## src/ffba_pkg.sv

```systemverilog
`default_nettype none
package ffba_pkg;

    localparam int MAX_BLOCKS_DEF   = 64;
    localparam int HEADER_BYTES_DEF = 24;
    localparam int ALIGN_BYTES      = 16;
    localparam int ALIGN_MASK       = 15;

    // Opcodes of an input transaction
    localparam logic OPC_ALLOC = 1'b0;
    localparam logic OPC_FREE  = 1'b1;

    // Result status codes
    localparam logic [1:0] STATUS_OK      = 2'd0;
    localparam logic [1:0] STATUS_ZERO    = 2'd1;
    localparam logic [1:0] STATUS_NOMEM   = 2'd2;
    localparam logic [1:0] STATUS_UNKNOWN = 2'd3;

    // Configuration register indexes
    localparam logic CFG_HEAP_BASE  = 1'b0;
    localparam logic CFG_HEAP_BYTES = 1'b1;

    typedef struct packed {
        logic [31:0] start;
        logic [31:0] size;
        logic        free;
    } entry_t;

    // Update broadcast to the cell chain
    typedef enum logic [1:0] {
        CMD_NOP   = 2'd0,
        CMD_WRITE = 2'd1,
        CMD_SPLIT = 2'd2,
        CMD_MERGE = 2'd3
    } cmd_op_t;

    typedef struct packed {
        cmd_op_t     op;
        logic [31:0] start;
        logic [31:0] size;
        logic        free;
        logic [31:0] nstart;
        logic [31:0] nsize;
    } cell_cmd_t;

endpackage
`default_nettype wire

```

## src/ffba_cell.sv

```systemverilog
`default_nettype none
module ffba_cell #(
    parameter int IDX = 0,
    parameter int IW  = 6,
    parameter int CW  = 7
) (
    input  wire logic              clk,
    input  wire logic [CW-1:0]     count,
    input  wire logic              match_en,
    input  wire logic              free_op,
    input  wire logic [32:0]       need,
    input  wire logic [31:0]       key,
    input  wire logic              prior_in,
    output logic                   prior_out,
    output logic                   first,
    input  wire ffba_pkg::cell_cmd_t cmd,
    input  wire logic [IW-1:0]     cmd_idx,
    input  wire ffba_pkg::entry_t  left,
    input  wire ffba_pkg::entry_t  right,
    output ffba_pkg::entry_t       entry
);

    logic [31:0] start_reg;
    logic [31:0] size_reg;
    logic        free_reg;
    logic        flag_reg;
    logic        live;
    logic        flag_next;
    logic [IW:0] here;
    logic [IW:0] idx_ext;
    logic [IW:0] idx_nxt;

    assign live    = (CW'(IDX) < count);
    assign here    = (IW+1)'(IDX);
    assign idx_ext = {1'b0, cmd_idx};
    assign idx_nxt = idx_ext + (IW+1)'(1);

    // Local match: exact header for a free, any fitting free block for an allocate
    always_comb
    begin
        if (free_op)
            flag_next = live && (start_reg == key);
        else
            flag_next = live && free_reg && ({1'b0, size_reg} >= need);
    end

    always_ff @(posedge clk)
    begin
        if (match_en)
            flag_reg <= flag_next;
    end

    assign prior_out = prior_in | flag_reg;
    assign first     = flag_reg & ~prior_in;

    assign entry.start = start_reg;
    assign entry.size  = size_reg;
    assign entry.free  = free_reg;

    // Apply the broadcast update: write in place or shift with a neighbor
    always_ff @(posedge clk)
    begin
        unique case (cmd.op)
            ffba_pkg::CMD_WRITE:
            begin
                if (here == idx_ext)
                begin
                    start_reg <= cmd.start;
                    size_reg  <= cmd.size;
                    free_reg  <= cmd.free;
                end
            end
            ffba_pkg::CMD_SPLIT:
            begin
                if (here == idx_ext)
                begin
                    size_reg <= cmd.size;
                    free_reg <= 1'b0;
                end
                else if (here == idx_nxt)
                begin
                    start_reg <= cmd.nstart;
                    size_reg  <= cmd.nsize;
                    free_reg  <= 1'b1;
                end
                else if (here > idx_nxt)
                begin
                    start_reg <= left.start;
                    size_reg  <= left.size;
                    free_reg  <= left.free;
                end
            end
            ffba_pkg::CMD_MERGE:
            begin
                if (here == idx_ext)
                begin
                    size_reg <= cmd.size;
                    free_reg <= 1'b1;
                end
                else if (here > idx_ext)
                begin
                    start_reg <= right.start;
                    size_reg  <= right.size;
                    free_reg  <= right.free;
                end
            end
            default:
            begin
            end
        endcase
    end

endmodule
`default_nettype wire

```

## config.mk

```make
export PLATFORM = sky130hd
export DESIGN_NAME = ffba_cell
export DESIGN_NICKNAME = d
export VERILOG_FILES = /design/src/ffba_pkg.sv /design/src/ffba_cell.sv
export SDC_FILE = /design/constraint.sdc
export NUM_CORES = 1
export LEC_CHECK = 0
export BUFFER_PORTS_ARGS = -buffer_cell sky130_fd_sc_hd__buf_2
export CORE_AREA = 2 2 159 161
export DETAILED_ROUTE_END_ITERATION = 16
export DIE_AREA = 0 0 161 163
export PLACE_DENSITY = 0.55
export SYNTH_ARGS = -nofsm -noshare
export SYNTH_HDL_FRONTEND = slang
export SYNTH_SLANG_ARGS = --single-unit
```

## constraint.sdc

```tcl
create_clock -name clk -period 3.27 [get_ports clk]
set_input_delay 0.1635 -clock clk [delete_from_list [all_inputs] [get_ports clk]]
set_output_delay 0.1635 -clock clk [all_outputs]
set_load 0.01 [all_outputs]
```

==> results of run 1 <==
## cells by family after synthesis
kind of cell | count (synthesis)
buf+inv | 75
xor+xnor | 32
flops | 66
simple gates | 183
compound gates | 160
fa+ha+maj | 38
## worst max-delay path: cells and delay by family, from the launching register on
family                     cells  cell delay, ns
AOI/OAI and AO/OA              5            1.42
adders and majority gates      1            0.32
DFF                            1            0.40
and+or+nand+nor                1            0.07
## through the flow
| step | hold slack (ns) | power [uW] | setup slack, ns |
|---|---|---|---|
| 5_1_grt | 0.0241 | 3130 | 0.538 |
| 3_3_place_gp | 0.380 | 2030 | 0.668 |
| 2_1_floorplan | 0.276 | 1560 | 0.504 |
| 4_1_cts | 0.0160 | 3010 | 0.622 |
| 6_report | 0.0351 | 2960 | 0.798 |
| 3_5_place_dp | 0.377 | 2030 | 0.625 |
## routing by layer
metal  global-route usage, %  up-vias  part of all wire (%)
met1                    20.9     2708                    43
met4                    4.26        0                   1.3
li1                        -     2843                     -
met3                    2.80       15                   6.3
met2                    27.7      238                    49
met5                       0        -                     0
## final timing paths
| kind | slack (ns) | cells after the start | end | startpoint |
|---|---|---|---|---|
| worst max-delay path | 0.80 | 7 | flag_reg$_DFFE_PP_ | size_reg[15]$_DFFE_PP_ |
| worst min-delay path | 0.04 | 1 | flag_reg$_DFFE_PP_ | match_en |
| worst min register to register | 0.76 | 2 | flag_reg$_DFFE_PP_ | free_reg$_DFFE_PP_ |
| worst max register to register | 0.80 | 7 | flag_reg$_DFFE_PP_ | size_reg[15]$_DFFE_PP_ |
## power breakdown
| group | internal, uW | switching, uW | leakage, uW |
|---|---|---|---|
| clock | 581 | 376 | 0.000135 |
| sequential | 1080 | 74.1 | 0.000618 |
| combinational | 410 | 447 | 0.00305 |
| total | 2070 | 897 | 0.00380 |
## Yosys cell counts
cell	number	area share [%]
nand2_1	140	10
edfxtp_1	66	39
a221o_1	64	13
a21oi_1	46	4.5
inv_1	40	3.0
ha_1	38	9.3
xor2_1	27	4.6
clkbuf_1	22	1.6
a21boi_1	17	2.5
a21boi_0	15	2.2
nor4_1	11	1.4
nand4_1	9	1.1
buf_2	7	0.69
nor2_1	7	0.52
nand3_1	5	0.49
o21ai_0	5	0.49
xnor2_1	5	0.86
buf_6	3	0.66
nor3_1	3	0.29
a21o_1	2	0.29
a221oi_1	2	0.34
buf_1	2	0.15
o211ai_1	2	0.29
o41ai_1	2	0.34
a2111oi_0	1	0.17
a211oi_1	1	0.15
a21bo_2	1	0.20
and2_1	1	0.12
buf_4	1	0.15
nand3b_2	1	0.22
nand4_2	1	0.25
nand4b_1	1	0.17
nor2b_1	1	0.12
nor3_4	1	0.32
o211a_1	1	0.20
o21ai_1	1	0.098
or2_2	1	0.12
or4_1	1	0.15
## cell usage in the layout (no fill, tap or decap), drive strengths merged, types with 2 or more instances in the layout
master and n:
nor2 7, a221oi 2, nor4 11, o41ai 2, xor2 27, nor3 4
a221o 64, clkbuf 9, ha 38, o211ai 2, a21o 2, a21oi 46
nand3 5, clkinv 3, inv 40, xnor2 5, nand2 140, clkinvlp 2
edfxtp 66, nand4 10, buf 418, a21boi 32, o21ai 6
## cell type report
class,count,area (sq um)
clock buffers,9,225
clock inverters,6,58.8
fillers,2674,16900
flip-flops and latches,66,1980
repair buffers,418,2140
multi-input cells,413,2820
well taps,330,413
inverters,40,150
==> metrics.yaml, run 1 <==
status: "finished clean"
slowest_stage: "a2111oi_1"
final_util_pct: 31.6
fp-row-count: 58
first_pass_iters: 4
clockBufferDepth: 2
synth_xor_xnor_area_share_pct: 5.51
numPortBuffers: 409
post-route-min-period_ns: 2.47
synth_top_family_by_area: "compound AO/OA/AOI/OAI gates"
hold_viol: 0
grt_util_all_layers_pct: 16.1
crit_path_start_kind: "register"
worst_pin_slew_ns: 1.01
postCtsHoldBufs: 0
grt_pass1_vias: 5628
insertion_delay_ns: 0.33
drt-vias-per-instance: 4.53
nNetsFinal: 1329
start_util_pct: 20.6
areaGrowthSynthToFinish_pct: 53.1
worstSetupPathType: "reg -> reg"
fmax_mhz: 405
dr.first_iter.drc_count: 320
setup_viol: 0
placed_cells: 1267
die_area_sq_um: 26200
ios: 410
synth_cell_types: 38
grt_pass1_wl_um: 32100
antenna_cells: 0
wire_per_inst_um: 17.5
cts_setup_buffers: 0
finalNonFillerCells: 1282
cts_tree: "done"
avgSynthCellArea_sq_um: 9.19
max_slew_margin_pct: 32.2
p_leak_uw: 0.00380
cts_buffers: 9
design_area_sq_um: 7790
antenna_found_initial: 0
final.setup.tns_ns: 0
coreArea_sq_um: 24700
arrival_ns: 2.54
dieHeight_um: 163
critPathCaptureType: "register"
synth-simple-area-share_pct: 15.6
ys_seq_area_share_pct: 38.9
clock_skew_ns: 0.00640
fp.dieW_um: 161
clockRootBuffer: "clkbuf_16"
synth-compound-area-share_pct: 24.4
gr-total-overflow: 0
synth_cells: 554
yosys_warnings: 0
finalMaxSlewViolations: 0
p_per_area_nw_per_um2: 381
slowest_delay_ns: 0.67
place_area_sq_um: 7500
grt_max_degree: 66
drive_above_1_share_pct: 46.3
crit_required_ns: 3.34
synth_mux_area_share_pct: 0
hp-class: "in -> reg"
drc: 0
gp_congestion: 0.856
finalCritPeriodShare_pct: 75.6
htree_levels: 3
cp_cell_sequence: "ha_1 > a21oi_1 > nand2_1 > a221oi_1 > o211ai_1 > a2111oi_1 > o41ai_1"
hpwl_um: 18100
cts_num_sinks: 66
syn-cell-area_sq_um: 5090
syn_nets: 935
ys_ff_latch: 66
ir_worst_vdd_mv: 0.230
cts_resized: 0
wl_um: 22400
synth_adder_area_share_pct: 9.34
crit_fanout: 3
ant_nets: 0
timing.max_cap.violations: 0
path_clk_slew_ns: 0.06
vias: 5804
rsz0062_at_grt: "false"
No activity file was read; power rests on OpenSTA's default activity.
==> run 2: changes to the inputs <==
--- a/config.mk
+++ b/config.mk
@@ -5,11 +5,12 @@
 export SDC_FILE = /design/constraint.sdc
 export NUM_CORES = 1
 export LEC_CHECK = 0
+export ABC_AREA = 1
 export BUFFER_PORTS_ARGS = -buffer_cell sky130_fd_sc_hd__buf_2
 export CORE_AREA = 2 2 159 161
 export DETAILED_ROUTE_END_ITERATION = 16
 export DIE_AREA = 0 0 161 163
-export PLACE_DENSITY = 0.55
+export PLACE_DENSITY = 0.6
 export SYNTH_ARGS = -nofsm -noshare
 export SYNTH_HDL_FRONTEND = slang
 export SYNTH_SLANG_ARGS = --single-unit
==> constraint.sdc (replaced) <==
create_clock -name clk -period 2.2 [get_ports clk]
set_input_delay 0.11 -clock clk [delete_from_list [all_inputs] [get_ports clk]]
set_output_delay 0.11 -clock clk [all_outputs]
set_load 0.01 [all_outputs]
==> run 2 against run 1 <==
  * Total power increased by 56%
  * Global-route usage is 1.4 points higher
  * Synthesized cell count up 45%
  * Count of clock-buffer cells in the layout unchanged
  * Setup slack lost 0.44 ns
  * Sequential power rose by 51%
  * Via count up 16%
  * Core utilization increased by 3.0 points
  * Cell count is 20% higher
  * Critical path type unchanged
  * Critical endpoint unchanged
  * Largest power group unchanged
  * Highest routed layer unchanged
==> metrics.yaml, run 2 <==
p_per_area_nw_per_um2: 542  # +42%
dieHeight_um: 163  # unchanged
rsz0062_at_grt: "false"
avgSynthCellArea_sq_um: 7.15  # -22%
max_slew_margin_pct: 69.4  # +37 points
slowest_delay_ns: 0.42  # -0.25 ns
wire_per_inst_um: 15.4  # -12%
crit_path_start_kind: "register"
p_leak_uw: 0.00449  # +18%
layout_common_cells: "409 x buf_2, 161 x nor2_1, 139 x nand2_1"
yosysMostFrequentCell: "nor2_1"
htree_levels: 3  # unchanged
cts_resized: 0  # unchanged
insertion_delay_ns: 0.34  # about the same
gr-total-overflow: 0  # unchanged
crit_buf_inv: 1  # +1
clock_skew_ns: 0.00790  # +0.00150 ns
grt_pass1_vias: 6609  # +17%
grt_max_degree: 43  # -35%
areaGrowthSynthToFinish_pct: 48.4
crit_family: "simple AND/OR/NAND/NOR gates"
cts_tree: "done"
fmax_mhz: 543  # +34%
yosys_warnings: 0  # unchanged
pre_cts_ws_ns: 0.246  # -0.379 ns
gp_congestion: 0.907  # +6.1%
nNetsFinal: 1585  # +19%
worst_pin_slew_ns: 0.455  # -0.559 ns
synth_cell_types: 34  # -11%
path_common_cell: "nand2_1"
cts_buffers: 9  # unchanged
coreArea_sq_um: 24700  # unchanged
ant_nets: 0  # unchanged
hpwl_um: 19500  # +8.1%
final.setup.tns_ns: 0  # unchanged
power_uw: 4620  # +56%
die_area_sq_um: 26200  # unchanged
cts_num_sinks: 66  # unchanged
post-route-min-period_ns: 1.84  # -0.629 ns
yosysTopAreaCell: "edfxtp_1"
async_flop_share_pct: 0  # unchanged
slowest_stage: "edfxtp_1"
clockBufferDepth: 2  # unchanged
ys_ff_latch: 66  # unchanged
synth_top_cells_by_count: "162 x nor2_1, 139 x nand2_1, 127 x inv_1, 66 x edfxtp_1, 52 x o21ai_0"
crit_fanout: 3  # unchanged
wl_um: 23700  # +5.8%
status: "finished clean"
drt-vias-per-instance: 4.37  # -3.4%
finalMaxSlewViolations: 0  # unchanged
hold_viol: 0  # unchanged
setup_viol: 0  # unchanged
grt_util_all_layers_pct: 17.5  # +1.4 points
syn-cell-area_sq_um: 5740  # +13%
crit_required_ns: 2.29  # -1.05 ns
worstSetupPathType: "reg -> reg"
finalCritPeriodShare_pct: 83.8  # +8.2 points
netlist_top_cells_area: "edfxtp_1 35%, nor2_1 11%, nand2_1 9.1%"
syn_nets: 1184  # +27%
ir_worst_vdd_mv: 0.273  # +19%
place_area_sq_um: 8220  # +9.5%
finalWorstSetupSlack_ns: 0.357  # -0.441 ns
timing.max_cap.violations: 0  # unchanged
synth_edf_count: 66  # unchanged
fp.dieW_um: 161  # unchanged
dr.first_iter.drc_count: 313  # -2.2%
arrival_ns: 1.94  # -0.60 ns
antenna_found_initial: 1  # +1
numPortBuffers: 409  # unchanged
layout_commonest_cell: "buf_2"
clockRootBuffer: "clkbuf_16"
vias: 6732  # +16%
drive_above_1_share_pct: 36.9  # -9.4 points
hp-class: "in -> reg"
synth_cells: 803  # +45%
grt_pass1_wl_um: 35000  # +8.9%
yosys_most_used_dff: "edfxtp_1"
fp-row-count: 58  # unchanged
start_util_pct: 23.3  # +2.7 points
critPathCaptureType: "register"
path_clk_slew_ns: 0.06  # about the same
ys_seq_area_share_pct: 34.5  # -4.4 points
cp_cell_sequence: "ha_1 > nand2_1 > inv_1 > nand2_1 > nand2_1 > nand2_1 > nand3_1 > nand2_1 > nand2_1 > nand2_1 > nand2_1 > nand3_1 > nand2_1"
whs_ns: 0.0533  # +0.0182 ns
design_area_sq_um: 8520  # +9.4%
first_pass_iters: 4  # unchanged
yosysTopAreaCellShare_pct: 34.5  # -4.4 points
ios: 410  # unchanged
drc: 0  # unchanged
run 2: cell types whose count changed after synthesis, moves of 8 or more:
| cell | change |
|---|---|
| o21ai_1 | +47 |
| a21boi_0 | +17 |
| nor2_1 | +155 |
| nor3_1 | +10 |
| nor4_1 | -9 |
| a22o_1 | +32 |
| o21ai_0 | +47 |
| nand3_1 | +9 |
| inv_1 | +87 |
| xor2_1 | -17 |
| clkbuf_1 | -8 |
| a21boi_1 | -17 |
| a21oi_1 | -33 |
| a221o_1 | -64 |
run 2: cell type report:
| cell class | instances | area (sq um) |
|---|---|---|
| Sequential cell | 66 | 1980 |
| Timing Repair Buffer | 424 | 2250 |
| Multi-Input combinational cell | 575 | 3100 |
| Antenna cell | 1 | 2.50 |
| Inverter | 128 | 480 |
| Tap cell | 330 | 413 |
| Clock inverter | 7 | 70.1 |
| Clock buffer | 9 | 225 |
| Fill cell | 2709 | 16200 |
run 2: worst paths after layout:
kind | from | endpoint | slack (ns) | cells past startpoint
worst max-delay path | size_reg[4]$_DFFE_PP_ | flag_reg$_DFFE_PP_ | 0.36 | 13
worst min-delay path | cmd[10] | size_reg[10]$_DFFE_PP_ | 0.05 | 3
worst max register to register | size_reg[4]$_DFFE_PP_ | flag_reg$_DFFE_PP_ | 0.36 | 13
worst min register to register | free_reg$_DFFE_PP_ | flag_reg$_DFFE_PP_ | 0.72 | 4
run 2: per-layer routing:
layer  track usage [%]  routed length [um]
met5                 0                   0
met2              33.6               12500
met4              5.52                 471
met1              18.9                9040
met3              4.07                1690
run 2: cells by family after synthesis:
kind of cell / after synthesis / synth area share, %
AO/OA/AOI/OAI: 184 / 19.8
buffers and inverters: 162 / 11.9
AND/OR/NAND/NOR: 338 / 23.2
XOR/XNOR: 15 / 2.29
adder cells (fa/ha/maj): 38 / 8.28
flip-flops: 66 / 34.5
run 2: report_power, final:
group / switching [uW] / total, uW / leakage, uW / internal (uW)
Clock: 597 / 1470 / 0.000135 / 874
Combinational: 754 / 1410 / 0.00374 / 655
Sequential: 136 / 1740 / 0.000619 / 1600
Total: 1490 / 4620 / 0.00449 / 3130
run 2: metrics by stage:
stage / std cells / util [%]
floorplan: 803 / -
global placement: 1522 / 33.3
detailed placement: 1522 / 33.3
CTS: 1539 / 34.5
global route: 1540 / 34.5
finish: 1540 / 34.5
run 2: worst register-to-register path, stage by stage (launching register included):
cell and delay (ns):
edfxtp_1 0.42, ha_1 0.32, nand2_1 0.17, inv_1 0.06
nand2_1 0.06, nand2_1 0.06, nand2_1 0.06, nand3_1 0.07
nand2_1 0.06, nand2_1 0.07, nand2_1 0.07, nand2_1 0.07
nand3_1 0.07, nand2_1 0.05
run 2: timing repair:
| action | in CTS | in global routing |
|---|---|---|
| hold buffers | 1 | 0 |
| endpoints found under the setup margin | 0 | 0 |
| setup buffers | 0 | 0 |
| hold endpoints to repair | 1 | 0 |
